--- src/gha_ram.sv ---
// Generic single-port-write, single-port-read RAM with registered read data.
`timescale 1ns / 1ps

module gha_ram #(
   parameter int WIDTH = 8,
   parameter int DEPTH = 16
) (
   input  logic                     clock,
   input  logic                     wr_en,
   input  logic [$clog2(DEPTH)-1:0] wr_addr,
   input  logic [WIDTH-1:0]         wr_data,
   input  logic                     rd_en,
   input  logic [$clog2(DEPTH)-1:0] rd_addr,
   output logic [WIDTH-1:0]         rd_data
);

   logic [WIDTH-1:0] mem [DEPTH];

   // Write port and registered read port.
   always_ff @(posedge clock) begin
      if (wr_en) begin
         mem[wr_addr] <= wr_data;
      end
      if (rd_en) begin
         rd_data <= mem[rd_addr];
      end
   end

endmodule

--- config.mk ---
export PLATFORM = sky130hd
export DESIGN_NAME = gha_ram
export DESIGN_NICKNAME = d
export VERILOG_FILES = /design/src/gha_ram.sv
export SDC_FILE = /design/constraint.sdc
export NUM_CORES = 1
export LEC_CHECK = 0
export ABC_AREA = 1
export BUFFER_PORTS_ARGS = -buffer_cell sky130_fd_sc_hd__buf_2
export CAP_MARGIN = 20
export CORE_ASPECT_RATIO = 1.4
export CORE_UTILIZATION = 66
export DETAILED_ROUTE_END_ITERATION = 8
export HOLD_SLACK_MARGIN = 0.02
export PLACE_DENSITY = 0.95
export SYNTH_ARGS = -nofsm -noshare
export SYNTH_HDL_FRONTEND = slang
export SYNTH_SLANG_ARGS = --single-unit
--- constraint.sdc ---
create_clock -name clock -period 2.55 [get_ports clock]
set_input_delay 0.3825 -clock clock [delete_from_list [all_inputs] [get_ports clock]]
set_output_delay 0.3825 -clock clock [all_outputs]
set_load 0.01 [all_outputs]
==> results.py <==
metrics = {
    "run_status": {
        "outcome": "complete, no violations",
    },
    "clock_tree": {
        "tritoncts": "done",
        "cts.sinks": 136,
        "clock_latency_ps": 420,
        "holdBufCountCts": 0,
        "cts_resized": 0,
        "clkSlewWorstSetupHoldPaths_ps": 50,
        "htreeDepth": 4,
        "post-cts-setup-buffer-count": 0,
        "max-clock-path-buffers": 2,
        "cts-buffers-inserted": 17,
        "root_buffer": "clkbuf_16",
    },
    "placed_design": {
        "gp_congestion": 0.9176,
        "dp.cells": 661,
        "place_hpwl_um": 8061,
        "io_buffers": 26,
    },
    "route": {
        "vias": 4201,
        "drt-total-wl_um": 14170,
        "postRouteAntennaNets": 0,
        "wl_per_cell_um": 20.47,
        "drt_iter0_drc": 642,
        "drc": 0,
        "first_pass_iters": 7,
        "via_per_inst": 6.071,
    },
    "pwr": {
        "internal_power_mw": 4.100,
        "pwr-share-comb_pct": 5.9,
        "switching_power_mw": 1.092,
        "clkPwrFrac_pct": 45.2,
        "power_leakage_nw": 2.821,
        "pwr-share-seq_pct": 48.8,
        "switching_share_pct": 21.03,
        "p_per_area_nw_per_um2": 795.1,
        "ir_worst_vdd_mv": 0.7518,
    },
    "floorplan": {
        "pin_count": 27,
        "die_w_um": 81.55,
        "die_h_um": 113.4,
        "initial_core_util_pct": 67.92,
        "coreArea_um2": 8608,
        "row_count": 40,
        "fp.dieArea_um2": 9244,
    },
    "setup_path": {
        "setup.worst_path.start_class": "input pin",
        "end_kind": "flip-flop",
        "cp.arrival_ps": 1900,
        "required_ps": 2720,
        "path_class": "input pin to flip-flop",
        "crit_chain": "buf_2, inv_2, nand3_1, nand3_1, nand3_1, nand2_1",
        "cpPeakStageDelay_ps": 500,
        "cp_num_buf_inv": 2,
        "cp_slowest_cell": "buf_2",
        "cp_max_fo": 33,
        "crit_top_cell": "nand3_1",
        "cpLargestDelayFamily": "buffers and inverters",
    },
    "sta": {
        "finalSetupViolations": 0,
        "worst_slew_pin_slew_ps": 775.1,
        "fin_setup_tns_ps": 0,
        "max_freq_mhz": 578.4,
        "fin_skew_ps": 4.675,
        "timing.final.max_slew_violations": 0,
        "rsz0062_at_grt": "no",
        "hold_viol": 0,
        "relSlewSlack_pct": 48.14,
        "post-route-min-period_ps": 1729,
        "min_period_over_period_pct": 67.80,
        "hold_slack_ps": 303.6,
    },
    "synthesis": {
        "ys_seq_elements": 136,
        "yosysWarnings": 0,
        "seq_area_frac_synth_pct": 69.85,
        "yosysTopAreaCellShare_pct": 69.85,
        "netlist_instances": 551,
        "syn_avg_cell_area_um2": 10.61,
        "synth_area_leaders": "edfxtp_1 70%, nand2_1 11%, nand3_1 8.3%",
        "synth_area_um2": 5847,
        "syn_nets": 570,
        "synth_cell_types": 11,
        "synth_area_leader_cell": "edfxtp_1",
    },
    "final_layout": {
        "antennaDiodeCount": 0,
        "nets": 594,
        "drive_gt1_share_pct": 9.540,
        "nFillCells": 504,
        "area_growth_pct": 11.68,
        "final_cell_count_no_fill": 692,
    },
    "grt": {
        "grt_overflow": 0,
        "track_usage_pct": 34.72,
        "grt_pass1_wl_um": 22060,
        "antenna_found_initial": 0,
        "grt_pass1_vias": 4273,
        "grt_max_degree": 65,
    },
    "job": {
        "drv_cap": 0,
    },
    "hold_path": {
        "hold_class": "input pin to flip-flop",
    },
}
## per-stage QoR
step	power, mW	util (%)	cell area [um^2]	setup slack, ps
final	5.192	75.86	6530	821.1
after detailed placement	2.866	69.29	5964	584.0
after global routing	5.315	75.86	6530	766.0
after CTS	5.180	75.86	6530	933.9
after global placement	2.855	69.29	5964	629.0
after floorplan	2.758	-	5847	1217
## power groups by stage
stage	Sequential, mW	Combinational, mW	Clock, mW
3_5_place_dp	2.58	0.286	0
5_1_grt	2.54	0.333	2.44
6_report	2.54	0.307	2.35
4_1_cts	2.54	0.297	2.35
3_3_place_gp	2.58	0.278	0
2_1_floorplan	2.58	0.177	0
## per-layer routing
metal	up-vias	part of all wire, %	track usage [%]
met1	1940	34	41.78
met5	-	0	0
met4	0	7.2	22.98
met3	83	10	10.81
met2	347	49	53.17
li1	1831	-	-
## cells in the mapped netlist
cell / count
nand2_1: 173
buf_6: 6
nand3_1: 97
edfxtp_1: 136
buf_1: 1
inv_2: 2
nand3b_1: 2
buf_2: 13
inv_1: 100
buf_4: 4
nor2_1: 17
## area by class of cell
type	instances	area, um^2	share of cell area, %
repair buffers	29	152.6	2.338
inverters	102	382.9	5.863
multi-input cells	289	1214	18.59
well taps	105	131.4	2.012
clock inverters	13	136.4	2.089
flip-flops and latches	136	4084	62.54
clock buffers	18	429.2	6.572
## worst register-to-register path: stages (launching register included)
cell and delay, ps:
edfxtp_1 380, inv_1 70, nand2_1 60, nand3_1 220, nand3_1 130, nand3_1 150, nand2_1 70
## kinds of logic (layout without fill, tap and decap cells)
logic type,Yosys count,count (layout),synth area share (%)
AND/OR/NAND/NOR,289,289,20.76
flip-flops,136,136,69.85
buffers and inverters,126,162,9.394
## worst paths after layout
check / slack (ps) / to / start / depth (start not counted)
setup / recovery: 820 / rd_data[7] / rd_addr[1] / 6
hold / removal: 300 / rd_data[6] / rd_en / 1
hold reg to reg: 750 / rd_data[3] / mem[11][3] / 6
setup reg to reg: 1230 / rd_data[0] / mem[7][0] / 6
## state kept, by name, indices dropped and copies added, names as in the netlist
| register | count |
|---|---|
| rd_data | 8 |
| mem | 128 |
## layout by cell type, fill, tap and decap left out
master        n
clkbuf_1      1
clkinv_2      4
nand2_1     173
clkinv_1      5
clkinvlp_4    1
inv_1       100
edfxtp_1    136
nand3_1      97
bufinv_16     3
buf_2        26
nor2_1       17
inv_2         2
buf_4         3
clkbuf_16    17
nand3b_1      2
(Power assumes the default switching activity.)
