## src/gha_pkg.sv

```systemverilog
// Shared request codes, status codes, state encoding and control bundle for the handle allocator.
`timescale 1ns / 1ps

package gha_pkg;

   // Request codes carried on the request channel.
   typedef enum logic [2:0] {
      REQ_CREATE  = 3'd0,
      REQ_RESERVE = 3'd1,
      REQ_COMMIT  = 3'd2,
      REQ_DESTROY = 3'd3,
      REQ_QUERY   = 3'd4
   } req_code_type;

   // Result status codes.
   typedef enum logic [1:0] {
      STATUS_DONE        = 2'd0,
      STATUS_STALE       = 2'd1,
      STATUS_WRONG_STATE = 2'd2,
      STATUS_NO_FREE     = 2'd3
   } status_type;

   // Sequencer states, one-hot.
   typedef enum logic [1:0] {
      ST_IDLE = 2'b01,
      ST_EXEC = 2'b10
   } state_type;

   // Actions chosen by the decision logic for one request.
   typedef struct packed {
      logic       slot_we;
      logic       push;
      logic       pop;
      logic       hw_inc;
      logic       live_inc;
      logic       live_dec;
      status_type status;
      logic       is_live;
   } ctrl_type;

endpackage

```

## src/gha_decide.sv

```systemverilog
// Decision logic: checks a handle against the slot entry and picks the updates for one request.
`timescale 1ns / 1ps

module gha_decide #(
   parameter int SLOTS    = 1024,
   parameter int GEN_BITS = 16
) (
   input  logic [2:0]                   req_type,
   input  logic [$clog2(SLOTS)-1:0]     req_slot,
   input  logic [GEN_BITS-1:0]          req_gen,
   input  logic [GEN_BITS-1:0]          cur_gen,
   input  logic                         cur_live,
   input  logic                         cur_pending,
   input  logic [$clog2(SLOTS)-1:0]     top_slot,
   input  logic [GEN_BITS-1:0]          top_gen,
   input  logic [$clog2(SLOTS+1)-1:0]   free_depth,
   input  logic [$clog2(SLOTS+1)-1:0]   high_water,
   output gha_pkg::ctrl_type            ctrl,
   output logic [$clog2(SLOTS)-1:0]     out_slot,
   output logic [GEN_BITS-1:0]          out_gen,
   output logic [$clog2(SLOTS)-1:0]     wr_slot,
   output logic [GEN_BITS-1:0]          wr_gen,
   output logic                         wr_live,
   output logic                         wr_pending
);

   localparam int SLOT_BITS = $clog2(SLOTS);
   localparam int CNT_BITS  = $clog2(SLOTS + 1);
   localparam logic [CNT_BITS-1:0] SLOT_COUNT = CNT_BITS'(SLOTS);

   logic handle_ok;
   logic have_free;
   logic have_fresh;

   // A handle is valid only below the high-water mark with a matching generation.
   assign handle_ok  = (CNT_BITS'(req_slot) < high_water) &&
                       (cur_gen == req_gen);
   assign have_free  = (free_depth != '0);
   assign have_fresh = (high_water < SLOT_COUNT);

   // Per-request decision.
   always_comb begin
      ctrl       = '0;
      ctrl.status = gha_pkg::STATUS_DONE;
      out_slot   = req_slot;
      out_gen    = req_gen;
      wr_slot    = req_slot;
      wr_gen     = cur_gen;
      wr_live    = 1'b0;
      wr_pending = 1'b0;
      case (gha_pkg::req_code_type'(req_type))
         gha_pkg::REQ_CREATE, gha_pkg::REQ_RESERVE: begin
            if (have_free || have_fresh) begin
               if (have_free) begin
                  ctrl.pop = 1'b1;
                  wr_slot  = top_slot;
                  wr_gen   = top_gen;
               end else begin
                  ctrl.hw_inc = 1'b1;
                  wr_slot     = high_water[SLOT_BITS-1:0];
                  wr_gen      = '0;
               end
               ctrl.slot_we  = 1'b1;
               wr_live       = (req_type == gha_pkg::REQ_CREATE);
               wr_pending    = (req_type == gha_pkg::REQ_RESERVE);
               ctrl.live_inc = (req_type == gha_pkg::REQ_CREATE);
               out_slot      = wr_slot;
               out_gen       = wr_gen;
            end else begin
               ctrl.status = gha_pkg::STATUS_NO_FREE;
            end
         end
         gha_pkg::REQ_COMMIT: begin
            if (!handle_ok) begin
               ctrl.status = gha_pkg::STATUS_STALE;
            end else if (!cur_pending) begin
               ctrl.status = gha_pkg::STATUS_WRONG_STATE;
            end else begin
               ctrl.slot_we  = 1'b1;
               wr_live       = 1'b1;
               ctrl.live_inc = 1'b1;
            end
         end
         gha_pkg::REQ_DESTROY: begin
            if (!handle_ok) begin
               ctrl.status = gha_pkg::STATUS_STALE;
            end else if (cur_pending || cur_live) begin
               // Freeing bumps the generation and pushes the slot with it.
               ctrl.slot_we  = 1'b1;
               wr_gen        = cur_gen + GEN_BITS'(1);
               ctrl.push     = (free_depth < SLOT_COUNT);
               ctrl.live_dec = !cur_pending && cur_live;
            end else begin
               ctrl.status = gha_pkg::STATUS_WRONG_STATE;
            end
         end
         gha_pkg::REQ_QUERY: begin
            if (!handle_ok) begin
               ctrl.status = gha_pkg::STATUS_STALE;
            end else begin
               ctrl.is_live = cur_live;
            end
         end
         default: begin
            ctrl.status = gha_pkg::STATUS_WRONG_STATE;
         end
      endcase
   end

endmodule

```

## config.mk

```make
export PLATFORM = sky130hd
export DESIGN_NAME = gha_decide
export DESIGN_NICKNAME = d
export VERILOG_FILES = /design/src/gha_pkg.sv /design/src/gha_decide.sv
export SDC_FILE = /design/constraint.sdc
export NUM_CORES = 1
export LEC_CHECK = 0
export ABC_AREA = 1
export BUFFER_PORTS_ARGS = -buffer_cell sky130_fd_sc_hd__buf_2
export CORE_MARGIN = 1.5
export CORE_UTILIZATION = 49
export DETAILED_ROUTE_END_ITERATION = 16
export GPL_TIMING_DRIVEN = 1
export PLACE_DENSITY_LB_ADDON = 0.3
export SETUP_SLACK_MARGIN = 0.2
export SYNTH_ARGS = -nofsm -noshare
export SYNTH_HDL_FRONTEND = slang
export SYNTH_SLANG_ARGS = --single-unit
```

## constraint.sdc

```tcl
create_clock -name vclk -period 3.3
set_input_delay 0.165 -clock vclk [all_inputs]
set_output_delay 0.165 -clock vclk [all_outputs]
set_load 0.005 [all_outputs]
```

==> metrics <==
status finished clean; Mapped Cells 515; Critical Setup Path Class in2out; Clock Power Share 0; setup tns final 0 ns; minimum clock period 2.137 ns; first-pass GRT wire length 13670 um; largest net degree at the start of global routing 28; nature of the critical path endpoint output port; hold-critical path depth 3; Logic pwr share 1.000; P_sw 214.8 uW; pwr dens 118.1 mW/mm2; grt ovf 0; I/O pin cnt 158; crit-path max FO 18; Final #Nets 752; Setup violations, final 0; Final Wtd Congestion 1.047; # DRC 0; area share of the largest cell type after synthesis 0.3242; final hold slack 0.5688 ns; Post-Syn Area 0.002466 mm2; Die Wd 73.94 um; wire per inst 11.96 um; Max-cap violations 0; P_int 156.8 uW; n_diodes 0; Max Freq 0.4679 GHz; Seq pwr share 0; post-cts resize count 0; DPL Wire Length 6829 um; worst path arrival time 1.97 ns; core area 0.004786 mm2; Via density 5.027; Post-Syn Nets 620; post-synthesis sequential area ratio 0; First-pass DRT Iterations 7; period utilisation layout 0.6476; Starting Density 0.5153; final wirelength 8518 um; Startpoint Class primary input; Slew Limit Fails 0; Min-Delay Path Class in2out; final hold violation count 0; Switching Share 0.5781; setup bufs post-CTS 0; Post-DRT Antenna Nets 0; synth warn 0; maximum VDD drop 0.06058 mV; initial antenna violation count 0; placed cells 712; area delta synth->final 27.60%; area leader, netlist nand2_1; overall power 371.6 uW; Netlist cell types 36; Rows 25; Seq. cell area 0 um2; fin cells 712; gr usage total 0.3051; static leakage 0.001987 uW; CP required 3.13 ns; Filler cells 488; # port buffers 158; die outline area 0.005467 mm2; hold worst-path end ctrl[7]; Multi-input gate area 0.001974 mm2; syn avg cell area 4.789 um2; HP Start free_depth[10]; layout clock buffer count 0; final core utilization 0.6575; Synth area leaders nand2_1 32%, nand3_1 9.7%, inv_1 9.6%, nor2_1 8.5%, buf_4 5.2%; Detailed Route Iter0 Violations 191; RSZ-0062 raised after global routing no; Worst Max-Slew Pin Slew 0.5847 ns; vias in the first global route 3194; via count 3579; hold buffer count at CTS 0; layout cells sized above 1 0.2899; seq_cells 0; Die Span Y 73.94 um; Slew HR 0.6098
worst max-delay path by stage:
stage / startpoint / to / slack (ns) / cells past startpoint
floorplan: high_water[4] / ctrl[4] / 1.54 / 15
global placement: req_slot[6] / wr_live / 1.24 / 14
detailed placement: req_slot[6] / ctrl[3] / 1.20 / 14
CTS: req_slot[6] / ctrl[4] / 1.19 / 14
global route: high_water[6] / ctrl[4] / 1.02 / 15
finish: req_slot[6] / ctrl[4] / 1.16 / 14
layout make-up:
class | instances | share of cell area
multi-input combinational | 411 | 0.6274
inverter | 74 | 0.08986
tap | 67 | 0.02664
timing repair buffer | 160 | 0.2561
through the flow:
stage / instance area [um2] / setup slack (ns)
after global routing: 3147 / 1.015
after detailed placement: 3147 / 1.197
after CTS: 3147 / 1.194
after floorplan: 2466 / 1.536
final: 3147 / 1.163
after global placement: 3147 / 1.238
per-layer routing:
layer | global-route usage | up-vias | wire length (um)
li1 | - | 1851 | -
met1 | 0.3901 | 1537 | 3673
met2 | 0.5575 | 178 | 4133
met3 | 0.01626 | 13 | 597
met4 | 0.07202 | 0 | 114
met5 | 0 | - | 0
worst max-delay path, stage by stage:
cell and delay [ns]:
buf_2 0.11, ha_1 0.30, nand2_1 0.07, inv_1 0.05, nand2_1 0.06, nand2_1 0.04
nand2_1 0.05, nand2_1 0.08, nor2_4 0.19, nand3_4 0.26, inv_6 0.23, nand3_2 0.09
o21ai_1 0.14, buf_2 0.15
cell usage after synthesis (all sizes together):
cell     number
a21oi         5
a22oi         6
buf          26
clkbuf        4
clkinv        1
ha           10
inv          73
nand2       216
nand3        52
nand3b        1
nand4         2
nor2         64
nor3          4
nor4          1
o211ai        1
o21ai        18
o21bai        1
o22ai         5
o2bb2ai       6
or2           2
xnor2         4
xor2         13
logic make-up (layout without fill, tap and decap cells):
logic type / count (synthesis) / count (layout) / share of synthesized area
AOI/OAI and AO/OA: 42 / 42 / 0.1065
xor gates and xnor gates: 17 / 17 / 0.06037
adders and majority gates: 10 / 10 / 0.05074
buffers and inverters: 104 / 234 / 0.1994
and+or+nand+nor: 342 / 342 / 0.5830
placed cells by master (no fill, tap or decap):
cell type	n
o2bb2ai_1	6
buf_4	2
nand3_2	2
nand3_1	48
nor2_4	1
o21bai_2	1
nor4_1	1
inv_6	1
inv_1	63
clkinv_1	1
o21ai_1	1
a21oi_1	5
buf_2	158
xor2_1	13
nand2_2	3
inv_2	9
o211ai_1	1
nor2_1	56
nand2_1	213
xnor2_1	4
nand3b_1	1
nand4_1	2
ha_1	10
nor3_1	4
a22oi_1	6
nor2_2	7
nand3_4	2
o22ai_1	5
or2_1	1
or2_2	1
o21ai_0	17
power groups by stage:
stage          registers [uW]  clock network, uW  logic (uW)
2_1_floorplan               0                  0         219
3_3_place_gp                0                  0         358
3_5_place_dp                0                  0         366
4_1_cts                     0                  0         368
5_1_grt                     0                  0         418
6_report                    0                  0         372
No activity file was read; power rests on OpenSTA's default activity.
